--- config.mk ---
export PLATFORM = sky130hd
export DESIGN_NAME = segmented_fifo_cache_policy_top
export DESIGN_NICKNAME = d
export VERILOG_FILES = /design/src/sv/sfcp_pkg.sv /design/src/sv/sfcp_datapath.sv /design/src/sv/sfcp_ctrl.sv /design/src/sv/segmented_fifo_cache_policy_top.sv
export SDC_FILE = /design/constraint.sdc
export NUM_CORES = 2
export LEC_CHECK = 0
export BUFFER_PORTS_ARGS = -buffer_cell sky130_fd_sc_hd__clkbuf_2
export CAP_MARGIN = 20
export CORE_MARGIN = 2
export CORE_UTILIZATION = 40
export DETAILED_ROUTE_END_ITERATION = 8
export PLACE_DENSITY_LB_ADDON = 0.12
export SLEW_MARGIN = 20
export SYNTH_ARGS = -nofsm -noshare
export SYNTH_HDL_FRONTEND = slang
export SYNTH_SLANG_ARGS = --single-unit
--- constraint.sdc ---
create_clock -name clk -period 14 [get_ports clk]
set_input_delay 2.8 -clock clk [delete_from_list [all_inputs] [get_ports clk]]
set_output_delay 2.8 -clock clk [all_outputs]
set_load 0.005 [all_outputs]
--- src/sv/sfcp_pkg.sv ---
`default_nettype none
package sfcp_pkg;

  localparam int ENTRIES  = 32;
  localparam int MAX_SEGS = 8;
  localparam int IDX_W    = $clog2(ENTRIES);
  localparam int SEG_W    = $clog2(MAX_SEGS);
  localparam int NSEG_W   = SEG_W + 1;
  localparam int CNT_W    = $clog2(ENTRIES + 1);
  // byte counters: room for every entry charged at its largest
  localparam int BW       = 33 + CNT_W;

  localparam logic [31:0] CACHE_CAP_RST = 32'd65536;
  localparam logic [31:0] SEG_CAP_RST   = 32'd16384;
  localparam logic [4:0]  META_RST      = 5'd0;
  localparam logic [3:0]  SEGS_RST      = 4'd4;

  typedef enum logic [1:0] {
    CFG_CACHE_CAP = 2'd0,
    CFG_SEG_CAP   = 2'd1,
    CFG_META      = 2'd2,
    CFG_SEGS      = 2'd3
  } cfg_idx_t;

  typedef enum logic [1:0] {
    ACT_ACCESS = 2'd0,
    ACT_PEEK   = 2'd1,
    ACT_REMOVE = 2'd2,
    ACT_NONE   = 2'd3
  } act_t;

  typedef enum logic [2:0] {
    K_HIT      = 3'd0,
    K_INSERTED = 3'd1,
    K_REJECTED = 3'd2,
    K_EVICT    = 3'd3,
    K_REMOVED  = 3'd4,
    K_NOTFOUND = 3'd5
  } kind_t;

  typedef enum logic [3:0] {
    OP_NOP,
    OP_CAPTURE,
    OP_SCAN,
    OP_LOAD_HIT,
    OP_LOAD_TAIL,
    OP_LOAD_EVICT,
    OP_UNLINK,
    OP_PUSH_LVL,
    OP_PUSH_DOWN,
    OP_RETIRE,
    OP_ALLOC,
    OP_LVL_UP,
    OP_SEG_ZERO,
    OP_INSERT,
    OP_EMIT
  } dp_op_t;

  typedef struct packed {
    dp_op_t op;
    kind_t  kind;
    logic   last;
  } cmd_t;

  typedef struct packed {
    act_t action;
    logic found;
    logic match;
    logic scan_last;
    logic need_reject;
    logic over_cache;
    logic any_nonempty;
    logic full;
    logic no_free;
    logic fit;
    logic seg_last;
    logic hit_move;
    logic lvl_over;
    logic lvl_zero;
    logic lvl_top;
    logic out_free;
  } status_t;

  function automatic logic [BW-1:0] sat_sub(input logic [BW-1:0] a, input logic [BW-1:0] b);
    return (a > b) ? a - b : '0;
  endfunction

endpackage
`default_nettype wire

--- src/sv/sfcp_datapath.sv ---
`default_nettype none
module sfcp_datapath import sfcp_pkg::*; (
  input  wire logic        clk,
  input  wire logic        rst,
  input  wire cmd_t        cmd,
  output status_t          status,
  input  wire logic        cfg_valid,
  input  wire logic [1:0]  cfg_index,
  input  wire logic [31:0] cfg_data,
  input  wire logic [1:0]  in_action,
  input  wire logic [31:0] in_id,
  input  wire logic [31:0] in_size,
  input  wire logic        out_ready,
  output logic             out_valid,
  output logic [2:0]       out_kind,
  output logic [31:0]      out_id,
  output logic [31:0]      out_size,
  output logic             out_last
);

  // configuration
  logic [31:0] cache_cap;
  logic [31:0] seg_cap;
  logic [4:0]  meta;
  logic [3:0]  seg_use;

  // entry store and segment lists
  logic [31:0]      entry_key     [ENTRIES];
  logic [31:0]      entry_bytes   [ENTRIES];
  logic [SEG_W-1:0] entry_segment [ENTRIES];
  logic [IDX_W-1:0] entry_next    [ENTRIES];
  logic [IDX_W-1:0] entry_prev    [ENTRIES];
  logic [ENTRIES-1:0] entry_valid;
  logic [IDX_W-1:0] seg_head  [MAX_SEGS];
  logic [IDX_W-1:0] seg_tail  [MAX_SEGS];
  logic [BW-1:0]    seg_bytes [MAX_SEGS];
  logic [CNT_W-1:0] seg_count [MAX_SEGS];
  logic [BW-1:0]    occupied;
  logic [CNT_W-1:0] object_count;

  // request and working registers
  act_t             req_action;
  logic [31:0]      req_id;
  logic [31:0]      req_size;
  logic [32:0]      need;
  logic [IDX_W-1:0] scan_idx;
  logic             found;
  logic [IDX_W-1:0] hit_e;
  logic [31:0]      hit_size;
  logic [IDX_W-1:0] cur_e;
  logic [31:0]      cur_key;
  logic [31:0]      cur_bytes;
  logic [SEG_W-1:0] cur_seg;
  logic [IDX_W-1:0] cur_prev;
  logic [IDX_W-1:0] cur_next;
  logic [32:0]      cur_charge;
  logic [SEG_W-1:0] lvl;
  logic [SEG_W-1:0] top;

  logic [NSEG_W-1:0] nseg;
  logic [SEG_W-1:0]  sa;
  logic [IDX_W-1:0]  rd_e;
  logic [SEG_W-1:0]  low_seg;
  logic              any_ne;
  logic [IDX_W-1:0]  free_e;
  logic              free_ok;
  logic [BW-1:0]     sb;
  logic [CNT_W-1:0]  sc;
  logic [IDX_W-1:0]  sh;
  logic [BW-1:0]     chg;

  always_comb begin
    if (seg_use == '0) begin
      nseg = NSEG_W'(1);
    end else if (seg_use > 4'(MAX_SEGS)) begin
      nseg = NSEG_W'(MAX_SEGS);
    end else begin
      nseg = NSEG_W'(seg_use);
    end
  end

  always_comb begin
    case (cmd.op)
      OP_UNLINK:     sa = cur_seg;
      OP_PUSH_DOWN:  sa = lvl - SEG_W'(1);
      OP_LOAD_EVICT: sa = low_seg;
      default:       sa = lvl;
    endcase
  end

  always_comb begin
    case (cmd.op)
      OP_SCAN:     rd_e = scan_idx;
      OP_LOAD_HIT: rd_e = hit_e;
      default:     rd_e = seg_tail[sa];
    endcase
  end

  // lowest non-empty segment and first free slot
  always_comb begin
    low_seg = '0;
    any_ne  = 1'b0;
    for (int s = MAX_SEGS - 1; s >= 0; s--) begin
      if (seg_count[s] != '0) begin
        low_seg = SEG_W'(s);
        any_ne  = 1'b1;
      end
    end
  end

  always_comb begin
    free_e  = '0;
    free_ok = 1'b0;
    for (int i = ENTRIES - 1; i >= 0; i--) begin
      if (!entry_valid[i]) begin
        free_e  = IDX_W'(i);
        free_ok = 1'b1;
      end
    end
  end

  assign sb  = seg_bytes[sa];
  assign sc  = seg_count[sa];
  assign sh  = seg_head[sa];
  assign chg = BW'(cur_charge);

  always_comb begin
    status.action       = req_action;
    status.found        = found;
    status.match        = entry_valid[scan_idx] && (entry_key[scan_idx] == req_id);
    status.scan_last    = (scan_idx == IDX_W'(ENTRIES - 1));
    status.need_reject  = (need > {1'b0, seg_cap}) || (need > {1'b0, cache_cap});
    status.over_cache   = ({1'b0, occupied} + (BW+1)'(need)) > (BW+1)'(cache_cap);
    status.any_nonempty = any_ne;
    status.full         = (object_count >= CNT_W'(ENTRIES));
    status.no_free      = !free_ok;
    status.fit          = ({1'b0, sb} + (BW+1)'(need)) <= (BW+1)'(seg_cap);
    status.seg_last     = ({1'b0, lvl} + NSEG_W'(1)) >= nseg;
    status.hit_move     = (req_action == ACT_ACCESS) && (({1'b0, cur_seg} + NSEG_W'(1)) < nseg);
    status.lvl_over     = (sb > BW'(seg_cap)) && (sc != '0);
    status.lvl_zero     = (lvl == '0);
    status.lvl_top      = (lvl == top);
    status.out_free     = !out_valid || out_ready;
  end

  always_ff @(posedge clk) begin
    if (rst) begin
      cache_cap    <= CACHE_CAP_RST;
      seg_cap      <= SEG_CAP_RST;
      meta         <= META_RST;
      seg_use      <= SEGS_RST;
      entry_valid  <= '0;
      occupied     <= '0;
      object_count <= '0;
      found        <= 1'b0;
      out_valid    <= 1'b0;
      for (int s = 0; s < MAX_SEGS; s++) begin
        seg_bytes[s] <= '0;
        seg_count[s] <= '0;
      end
    end else begin
      if (cfg_valid) begin
        case (cfg_index)
          CFG_CACHE_CAP: cache_cap <= cfg_data;
          CFG_SEG_CAP:   seg_cap   <= cfg_data;
          CFG_META:      meta      <= cfg_data[4:0];
          CFG_SEGS:      seg_use   <= cfg_data[3:0];
          default:       ;
        endcase
      end

      if (cmd.op == OP_EMIT) begin
        out_valid <= 1'b1;
      end else if (out_ready) begin
        out_valid <= 1'b0;
      end

      case (cmd.op)
        OP_CAPTURE: begin
          req_action <= act_t'(in_action);
          req_id     <= in_id;
          req_size   <= in_size;
          need       <= {1'b0, in_size} + 33'(meta);
          scan_idx   <= '0;
          found      <= 1'b0;
        end
        OP_SCAN: begin
          if (entry_valid[scan_idx] && (entry_key[scan_idx] == req_id)) begin
            found <= 1'b1;
            hit_e <= scan_idx;
          end
          scan_idx <= scan_idx + IDX_W'(1);
        end
        OP_LOAD_HIT, OP_LOAD_TAIL, OP_LOAD_EVICT: begin
          cur_e      <= rd_e;
          cur_key    <= entry_key[rd_e];
          cur_bytes  <= entry_bytes[rd_e];
          cur_seg    <= entry_segment[rd_e];
          cur_prev   <= entry_prev[rd_e];
          cur_next   <= entry_next[rd_e];
          cur_charge <= {1'b0, entry_bytes[rd_e]} + 33'(meta);
          if (cmd.op == OP_LOAD_HIT) begin
            hit_size <= entry_bytes[rd_e];
            lvl      <= entry_segment[rd_e] + SEG_W'(1);
            top      <= entry_segment[rd_e] + SEG_W'(1);
          end
        end
        OP_UNLINK: begin
          if (seg_head[sa] == cur_e) begin
            seg_head[sa] <= cur_next;
          end else begin
            entry_next[cur_prev] <= cur_next;
          end
          if (seg_tail[sa] == cur_e) begin
            seg_tail[sa] <= cur_prev;
          end else begin
            entry_prev[cur_next] <= cur_prev;
          end
          if (sc != '0) begin
            seg_count[sa] <= sc - CNT_W'(1);
          end
          seg_bytes[sa] <= sat_sub(sb, chg);
        end
        OP_PUSH_LVL, OP_PUSH_DOWN, OP_INSERT: begin
          entry_segment[cur_e] <= sa;
          entry_prev[cur_e]    <= cur_e;
          if (sc == '0) begin
            entry_next[cur_e] <= cur_e;
            seg_tail[sa]      <= cur_e;
          end else begin
            entry_next[cur_e] <= sh;
            entry_prev[sh]    <= cur_e;
          end
          seg_head[sa]  <= cur_e;
          seg_count[sa] <= sc + CNT_W'(1);
          seg_bytes[sa] <= sb + chg;
          if (cmd.op == OP_PUSH_DOWN) begin
            lvl <= lvl - SEG_W'(1);
          end
          if (cmd.op == OP_INSERT) begin
            entry_key[cur_e]   <= req_id;
            entry_bytes[cur_e] <= req_size;
            entry_valid[cur_e] <= 1'b1;
            object_count       <= object_count + CNT_W'(1);
            occupied           <= occupied + chg;
          end
        end
        OP_RETIRE: begin
          occupied           <= sat_sub(occupied, chg);
          entry_valid[cur_e] <= 1'b0;
          if (object_count != '0) begin
            object_count <= object_count - CNT_W'(1);
          end
        end
        OP_ALLOC: begin
          cur_e      <= free_e;
          cur_charge <= need;
          lvl        <= '0;
        end
        OP_LVL_UP: begin
          lvl <= lvl + SEG_W'(1);
        end
        OP_SEG_ZERO: begin
          lvl <= '0;
        end
        OP_EMIT: begin
          out_kind <= cmd.kind;
          out_last <= cmd.last;
          out_id   <= (cmd.kind == K_EVICT) ? cur_key : req_id;
          case (cmd.kind)
            K_HIT:                  out_size <= hit_size;
            K_INSERTED, K_REJECTED: out_size <= req_size;
            K_EVICT, K_REMOVED:     out_size <= cur_bytes;
            default:                out_size <= '0;
          endcase
        end
        default: ;
      endcase
    end
  end

endmodule
`default_nettype wire

--- src/sv/sfcp_ctrl.sv ---
`default_nettype none
module sfcp_ctrl import sfcp_pkg::*; (
  input  wire logic    clk,
  input  wire logic    rst,
  input  wire logic    in_valid,
  output logic         in_ready,
  input  wire status_t status,
  output cmd_t         cmd
);

  typedef enum logic [23:0] {
    S_IDLE      = 24'h000001,
    S_SCAN      = 24'h000002,
    S_DECIDE    = 24'h000004,
    S_RM_LOAD   = 24'h000008,
    S_RM_UNLINK = 24'h000010,
    S_RM_RETIRE = 24'h000020,
    S_HIT_LOAD  = 24'h000040,
    S_HIT_CHK   = 24'h000080,
    S_HIT_UNLNK = 24'h000100,
    S_HIT_PUSH  = 24'h000200,
    S_CASC      = 24'h000400,
    S_CL_LOAD   = 24'h000800,
    S_CL_UNLINK = 24'h001000,
    S_CL_PUSH   = 24'h002000,
    S_INS_LOOP  = 24'h004000,
    S_INS_FULL  = 24'h008000,
    S_ALLOC     = 24'h010000,
    S_SEGSCAN   = 24'h020000,
    S_INS       = 24'h040000,
    S_EV_LOAD   = 24'h080000,
    S_EV_UNLINK = 24'h100000,
    S_EV_RETIRE = 24'h200000,
    S_EV_EMIT   = 24'h400000,
    S_FINAL     = 24'h800000
  } state_t;

  typedef enum logic [1:0] {
    RET_CASC,
    RET_LOOP,
    RET_ALLOC
  } ret_t;

  state_t state, state_next;
  ret_t   ret, ret_next;
  kind_t  final_kind, final_kind_next;

  assign in_ready = (state == S_IDLE) && !rst;

  always_comb begin
    state_next      = state;
    ret_next        = ret;
    final_kind_next = final_kind;
    cmd.op          = OP_NOP;
    cmd.kind        = K_HIT;
    cmd.last        = 1'b0;
    case (state)
      S_IDLE: begin
        if (in_valid) begin
          cmd.op     = OP_CAPTURE;
          state_next = S_SCAN;
        end
      end
      S_SCAN: begin
        if (status.action == ACT_NONE) begin
          state_next = S_IDLE;
        end else begin
          cmd.op = OP_SCAN;
          if (status.match || status.scan_last) begin
            state_next = S_DECIDE;
          end
        end
      end
      S_DECIDE: begin
        if (status.action == ACT_REMOVE) begin
          if (status.found) begin
            state_next = S_RM_LOAD;
          end else begin
            final_kind_next = K_NOTFOUND;
            state_next      = S_FINAL;
          end
        end else if (status.found) begin
          state_next = S_HIT_LOAD;
        end else if (status.action == ACT_PEEK || status.need_reject) begin
          final_kind_next = K_REJECTED;
          state_next      = S_FINAL;
        end else begin
          state_next = S_INS_LOOP;
        end
      end
      S_RM_LOAD: begin
        cmd.op     = OP_LOAD_HIT;
        state_next = S_RM_UNLINK;
      end
      S_RM_UNLINK: begin
        cmd.op     = OP_UNLINK;
        state_next = S_RM_RETIRE;
      end
      S_RM_RETIRE: begin
        cmd.op          = OP_RETIRE;
        final_kind_next = K_REMOVED;
        state_next      = S_FINAL;
      end
      S_HIT_LOAD: begin
        cmd.op     = OP_LOAD_HIT;
        state_next = S_HIT_CHK;
      end
      S_HIT_CHK: begin
        if (status.hit_move) begin
          state_next = S_HIT_UNLNK;
        end else begin
          final_kind_next = K_HIT;
          state_next      = S_FINAL;
        end
      end
      S_HIT_UNLNK: begin
        cmd.op     = OP_UNLINK;
        state_next = S_HIT_PUSH;
      end
      S_HIT_PUSH: begin
        cmd.op     = OP_PUSH_LVL;
        state_next = S_CASC;
      end
      S_CASC: begin
        if (status.lvl_over) begin
          if (status.lvl_zero) begin
            ret_next   = RET_CASC;
            state_next = S_EV_LOAD;
          end else begin
            state_next = S_CL_LOAD;
          end
        end else if (status.lvl_top) begin
          final_kind_next = K_HIT;
          state_next      = S_FINAL;
        end else begin
          cmd.op = OP_LVL_UP;
        end
      end
      S_CL_LOAD: begin
        cmd.op     = OP_LOAD_TAIL;
        state_next = S_CL_UNLINK;
      end
      S_CL_UNLINK: begin
        cmd.op     = OP_UNLINK;
        state_next = S_CL_PUSH;
      end
      S_CL_PUSH: begin
        cmd.op     = OP_PUSH_DOWN;
        state_next = S_CASC;
      end
      S_INS_LOOP: begin
        if (status.over_cache && status.any_nonempty) begin
          ret_next   = RET_LOOP;
          state_next = S_EV_LOAD;
        end else begin
          state_next = S_INS_FULL;
        end
      end
      S_INS_FULL: begin
        if (status.full && status.any_nonempty) begin
          ret_next   = RET_ALLOC;
          state_next = S_EV_LOAD;
        end else begin
          state_next = S_ALLOC;
        end
      end
      S_ALLOC: begin
        cmd.op = OP_ALLOC;
        if (status.no_free) begin
          final_kind_next = K_REJECTED;
          state_next      = S_FINAL;
        end else begin
          state_next = S_SEGSCAN;
        end
      end
      S_SEGSCAN: begin
        if (status.fit) begin
          state_next = S_INS;
        end else if (status.seg_last) begin
          cmd.op     = OP_SEG_ZERO;
          state_next = S_INS;
        end else begin
          cmd.op = OP_LVL_UP;
        end
      end
      S_INS: begin
        cmd.op          = OP_INSERT;
        final_kind_next = K_INSERTED;
        state_next      = S_FINAL;
      end
      S_EV_LOAD: begin
        cmd.op     = OP_LOAD_EVICT;
        state_next = S_EV_UNLINK;
      end
      S_EV_UNLINK: begin
        cmd.op     = OP_UNLINK;
        state_next = S_EV_RETIRE;
      end
      S_EV_RETIRE: begin
        cmd.op     = OP_RETIRE;
        state_next = S_EV_EMIT;
      end
      S_EV_EMIT: begin
        if (status.out_free) begin
          cmd.op   = OP_EMIT;
          cmd.kind = K_EVICT;
          case (ret)
            RET_CASC: state_next = S_CASC;
            RET_LOOP: state_next = S_INS_LOOP;
            default:  state_next = S_ALLOC;
          endcase
        end
      end
      S_FINAL: begin
        if (status.out_free) begin
          cmd.op     = OP_EMIT;
          cmd.kind   = final_kind;
          cmd.last   = 1'b1;
          state_next = S_IDLE;
        end
      end
      default: begin
        state_next = S_IDLE;
      end
    endcase
  end

  always_ff @(posedge clk) begin
    if (rst) begin
      state      <= S_IDLE;
      ret        <= RET_CASC;
      final_kind <= K_HIT;
    end else begin
      state      <= state_next;
      ret        <= ret_next;
      final_kind <= final_kind_next;
    end
  end

endmodule
`default_nettype wire

--- src/sv/segmented_fifo_cache_policy_top.sv ---
// Segmented FIFO object cache replacement engine.
// Input channel (in_valid/in_ready) takes one request transaction: action
// (access, peek, remove), obj_id and obj_bytes. Output channel
// (out_valid/out_ready) delivers result transactions: evictions first, in
// the order they happen, then the request's own result with last set.
// Configuration channel (cfg_valid/cfg_ready, ready whenever out of reset)
// writes the cache capacity, segment capacity, metadata charge and segment
// count; write only while no request is in flight.
// One request at a time; in_ready is high only in the idle state. The key
// lookup walks the 32 entries one a cycle, stopping at the first match, and
// an insertion probes the segments in turn from the lowest. The next request
// is taken once the sequencer has handed its final result to the output
// register; an ignored action gives no result.
// Results leave through a single output register; if the receiver stalls
// the sequencer waits at the next emit and resumes as soon as the
// register drains. Reset (synchronous) empties the cache, zeroes the
// segment counters and restores the register defaults.
`default_nettype none
module segmented_fifo_cache_policy_top import sfcp_pkg::*; (
  input  wire logic        clk,
  input  wire logic        rst,
  input  wire logic        cfg_valid,
  output logic             cfg_ready,
  input  wire logic [1:0]  cfg_index,
  input  wire logic [31:0] cfg_data,
  input  wire logic        in_valid,
  output logic             in_ready,
  input  wire logic [1:0]  action,
  input  wire logic [31:0] obj_id,
  input  wire logic [31:0] obj_bytes,
  output logic             out_valid,
  input  wire logic        out_ready,
  output logic [2:0]       kind,
  output logic [31:0]      result_id,
  output logic [31:0]      result_size,
  output logic             last
);

  cmd_t    cmd;
  status_t status;

  // registers are plain flops, a write lands on any cycle out of reset
  assign cfg_ready = !rst;

  sfcp_ctrl u_ctrl (
    .clk      (clk),
    .rst      (rst),
    .in_valid (in_valid),
    .in_ready (in_ready),
    .status   (status),
    .cmd      (cmd)
  );

  sfcp_datapath u_dp (
    .clk       (clk),
    .rst       (rst),
    .cmd       (cmd),
    .status    (status),
    .cfg_valid (cfg_valid),
    .cfg_index (cfg_index),
    .cfg_data  (cfg_data),
    .in_action (action),
    .in_id     (obj_id),
    .in_size   (obj_bytes),
    .out_ready (out_ready),
    .out_valid (out_valid),
    .out_kind  (kind),
    .out_id    (result_id),
    .out_size  (result_size),
    .out_last  (last)
  );

  // a new request transaction always leaves the idle state
  a_busy_after_accept: assert property (@(posedge clk) disable iff (rst)
    (in_valid && in_ready) |=> !in_ready)
    else $error("request accepted but sequencer still idle");

  // only evictions are followed by further results of the same request
  a_last_marks_final: assert property (@(posedge clk) disable iff (rst)
    out_valid |-> (last == (kind != K_EVICT)))
    else $error("last flag disagrees with result kind");

  a_kind_range: assert property (@(posedge clk) disable iff (rst)
    out_valid |-> (kind <= K_NOTFOUND))
    else $error("result kind out of range");

  a_reset_quiet: assert property (@(posedge clk)
    rst |=> !out_valid)
    else $error("result pending straight after reset");

endmodule
`default_nettype wire

==> summary.md <==
| Metric | Value |
|---|---|
| Syn_nets | 10,800 |
| Flops & latches, synth | 3,420 |
| CTS Hold Buffers Added | 0 |
| Met1 global-route usage | 0.365 |
| CTS Sinks | 3,420 |
| CTS Root Buffer Type | clkbuf_16 |
| Routed len/inst | 34.3 um |
| Worst R2R Setup Slack | 1.59 ns |
| Max-slew violations | 0 |
| RR Startpoint | u_ctrl.state[23] |
| Site row count | 232 |
| Met2 global-route usage | 0.436 |
| Global-route wire length before repair | 774 mm |
| Slew HR | 0.199 |
| Synth cell types | 119 |
| CTS tree | yes |
| Final Setup Violations | 0 |
| DR DRC count | 0 |
| Fillers | 34,800 |
| Hold Startpoint | u_dp.cache_cap[29] |
| Worst-path clk slew | 0.06 ns |
| Fin area | 180,000 um^2 |
| Starting Density | 0.401 |
| Cts repair resizes | 0 |
| Post-synth top flop | edfxtp_1 |
| WP data required | 14.81 ns |
| Clock share of power | 0.432 |
| Pre-antenna DRT Iters | 6 |
| Antenna Nets Post-Route | 0 |
| Min-Delay Endpoint | u_dp.cache_cap[29] |
| Met3 usage | 0.0394 |
| Final GP Congestion | 0.966 |
| Worst Path Class, Setup | reg2reg |
| Final WL | 555 mm |
| Slowest cell delay on critical path | 1.02 ns |
| Async set-reset flop share out of synthesis | 0 |
| Htree depth | 5 |
| Vias | 100,000 |
| Final Cycle Share | 0.886 |
| Initial antenna violation count | 31 |
| CTS Buf Count | 379 |
| Max-cap violations | 0 |
| Largest net degree at the start of global routing | 123 |
| # Post-CTS Setup Buffers | 0 |
| Most Crowded Layer GR | met2 |
| Hold_ws | 0.461 ns |
| Flop pwr share | 0.499 |
| Ys Warns | 105 |
| Cell Pwr Density | 126 nW/um^2 |
| Status | finished clean |
| Worst-Margin Slew | 1.19 ns |
| Clock Path Buffers | 4 |
| Via density | 6.19 |
| Worst setup SP type | register |
| Leak | 59.6 nW |
| R2R depth | 38 |
| Post-synthesis sequential area ratio | 0.630 |
| FMAX | 80.6 MHz |
| Total track usage | 0.268 |
| RSZ-0062 raised after global routing | false |
| CP Capture Type | register |
| Fin Setup TNS | 0 ns |
| Die Width | 637 um |
| Vias in the first global route | 99,500 |
| Drt initial violations | 12,000 |
| Dpl hpwl | 341 mm |
| Die height | 637 um |
| Gate power share | 0.070 |
| Fin crit period | 12.41 ns |
| CP dominant cell by count | nand4_1 |
| Data arrival, critical path | 13.21 ns |
| Crit-path max FO | 97 |
| VDD IR max | 0.000112 V |
| Worst-case clock skew | 0.0956 ns |
| Die ar. | 405,000 um^2 |
| Commonest non-fill, non-tap cell in the layout | edfxtp_1 |
| PortBufs | 175 |
| Layout cells sized above 1 | 0.214 |
| Core Region | 399,000 um^2 |
| Hold depth | 2 |
| Final hold vios | 0 |
| Slowest stage cell, crit path | o41ai_4 |
| Hold Path Class | reg2reg |
| Most frequent cells in the layout | edfxtp_1 (3,234), mux4_2 (961), nor2_1 (663) |
| Mapped Cells | 10,300 |
| Syn Area/Cell | 15.5 um^2 |
| Area grow syn2layout | 12.5% |
| Latest clock arrival within the worst-skew pair | 0.99 ns |
| Psw | 0.00534 W |
| Net count, final | 11,100 |
| Grt ovf | 0 |
| Mapped cell area | 160,000 um^2 |
| Io pins | 176 |
| EDFF count, synth | 3,234 |
| Power Internal | 0.0174 W |
| Switching share of power | 0.235 |
| Cell Area, Placed | 168,000 um^2 |
| Worst R2R End | u_dp.occupied[1] |
==> cell usage after synthesis (all sizes together) (177+ instances only) <==
cell type / count / area (um^2)
nor2: 709 / 2680
mux2i: 258 / 2580
buf: 249 / 1350
a21oi: 455 / 2310
o21ai: 230 / 1170
inv: 340 / 1280
dfxtp: 186 / 3720
nor2b: 206 / 1290
edfxtp: 3234 / 97100
mux4: 961 / 21600
a22oi: 304 / 2280
ha: 390 / 4880
clkbuf: 356 / 1340
nand2: 617 / 2340
nand3: 177 / 906
==> power groups by stage <==
stage / Sequential [W] / Combinational [W] / Clock (W)
after detailed placement: 0.0116 / 0.00155 / 0
after global placement: 0.0116 / 0.00154 / 0
after floorplan: 0.0115 / 0.000992 / 0
after global routing: 0.0113 / 0.00168 / 0.0104
after CTS: 0.0114 / 0.00155 / 0.00997
final: 0.0113 / 0.00159 / 0.00983
==> routing by layer <==
layer,share of wire,vias up
li1,-,41700
met1,0.41,53000
met2,0.47,4432
met3,0.069,892
met4,0.042,2
met5,0.000023,-
==> how the worst max path moves through the flow <==
stage | from | to | slack (ns) | cells past startpoint
after detailed placement | u_ctrl.state[2] | u_dp.occupied[1] | 1.92 | 38
after global routing | u_ctrl.state[2] | u_dp.occupied[29] | 1.08 | 38
after CTS | u_ctrl.state[2] | u_dp.occupied[1] | 1.85 | 38
after floorplan | u_ctrl.state[0] | u_dp.cur_charge[31] | 3.28 | 41
after global placement | u_ctrl.state[0] | u_dp.occupied[29] | 2.03 | 38
final | u_ctrl.state[23] | u_dp.occupied[1] | 1.59 | 38
==> registers in the layout, indices dropped and copies added (netlist names), 32 cells and up, named ones only <==
register,count
u_dp.cache_cap,32
u_dp.cur_bytes,32
u_dp.cur_charge,33
u_dp.cur_key,32
u_dp.entry_bytes,1024
u_dp.entry_key,1024
u_dp.entry_next,160
u_dp.entry_prev,160
u_dp.entry_segment,96
u_dp.hit_size,32
u_dp.need,33
u_dp.occupied,39
u_dp.out_id,32
u_dp.out_size,32
u_dp.req_id,32
u_dp.req_size,32
u_dp.seg_bytes,312
u_dp.seg_cap,32
u_dp.seg_count,48
u_dp.seg_head,40
u_dp.seg_tail,40
==> worst max-delay path, delay by kind of cell (launching register included) <==
family,cells,cell delay [ns]
AOI/OAI and AO/OA,10,3.13
xor gates and xnor gates,1,0.15
adders and majority gates,3,0.97
buffers and inverters,6,1.99
DFF,1,0.35
muxes,1,0.19
and+or+nand+nor,17,5.22
==> through the flow <==
step | std cells | utilization | total power [W] | worst slack (ns)
floorplan | 10300 | - | 0.0125 | 3.28
global placement | 15400 | 0.420 | 0.0131 | 2.03
detailed placement | 15400 | 0.420 | 0.0131 | 1.92
CTS | 16100 | 0.451 | 0.0229 | 1.85
global route | 16100 | 0.452 | 0.0234 | 1.08
finish | 16200 | 0.452 | 0.0228 | 1.59
==> cell families after synthesis <==
group,synth area share
buf+inv,0.0248
flops,0.630
xor+xnor,0.0107
simple gates,0.0706
fa+ha+maj,0.0317
compound gates,0.0714
mux,0.161
==> area by class of cell <==
type                    instances  area (um^2)  share of cell area
inverters                     341         1280             0.00713
diodes                         14         35.0            0.000195
repair buffers                467         3500              0.0194
well taps                    5265         6590              0.0366
clock inverters               233         2130              0.0118
multi-input cells            5955        55800               0.310
clock buffers                 455         9910              0.0550
flip-flops and latches       3420       101000               0.560
Power figures use the tool's default switching activity.
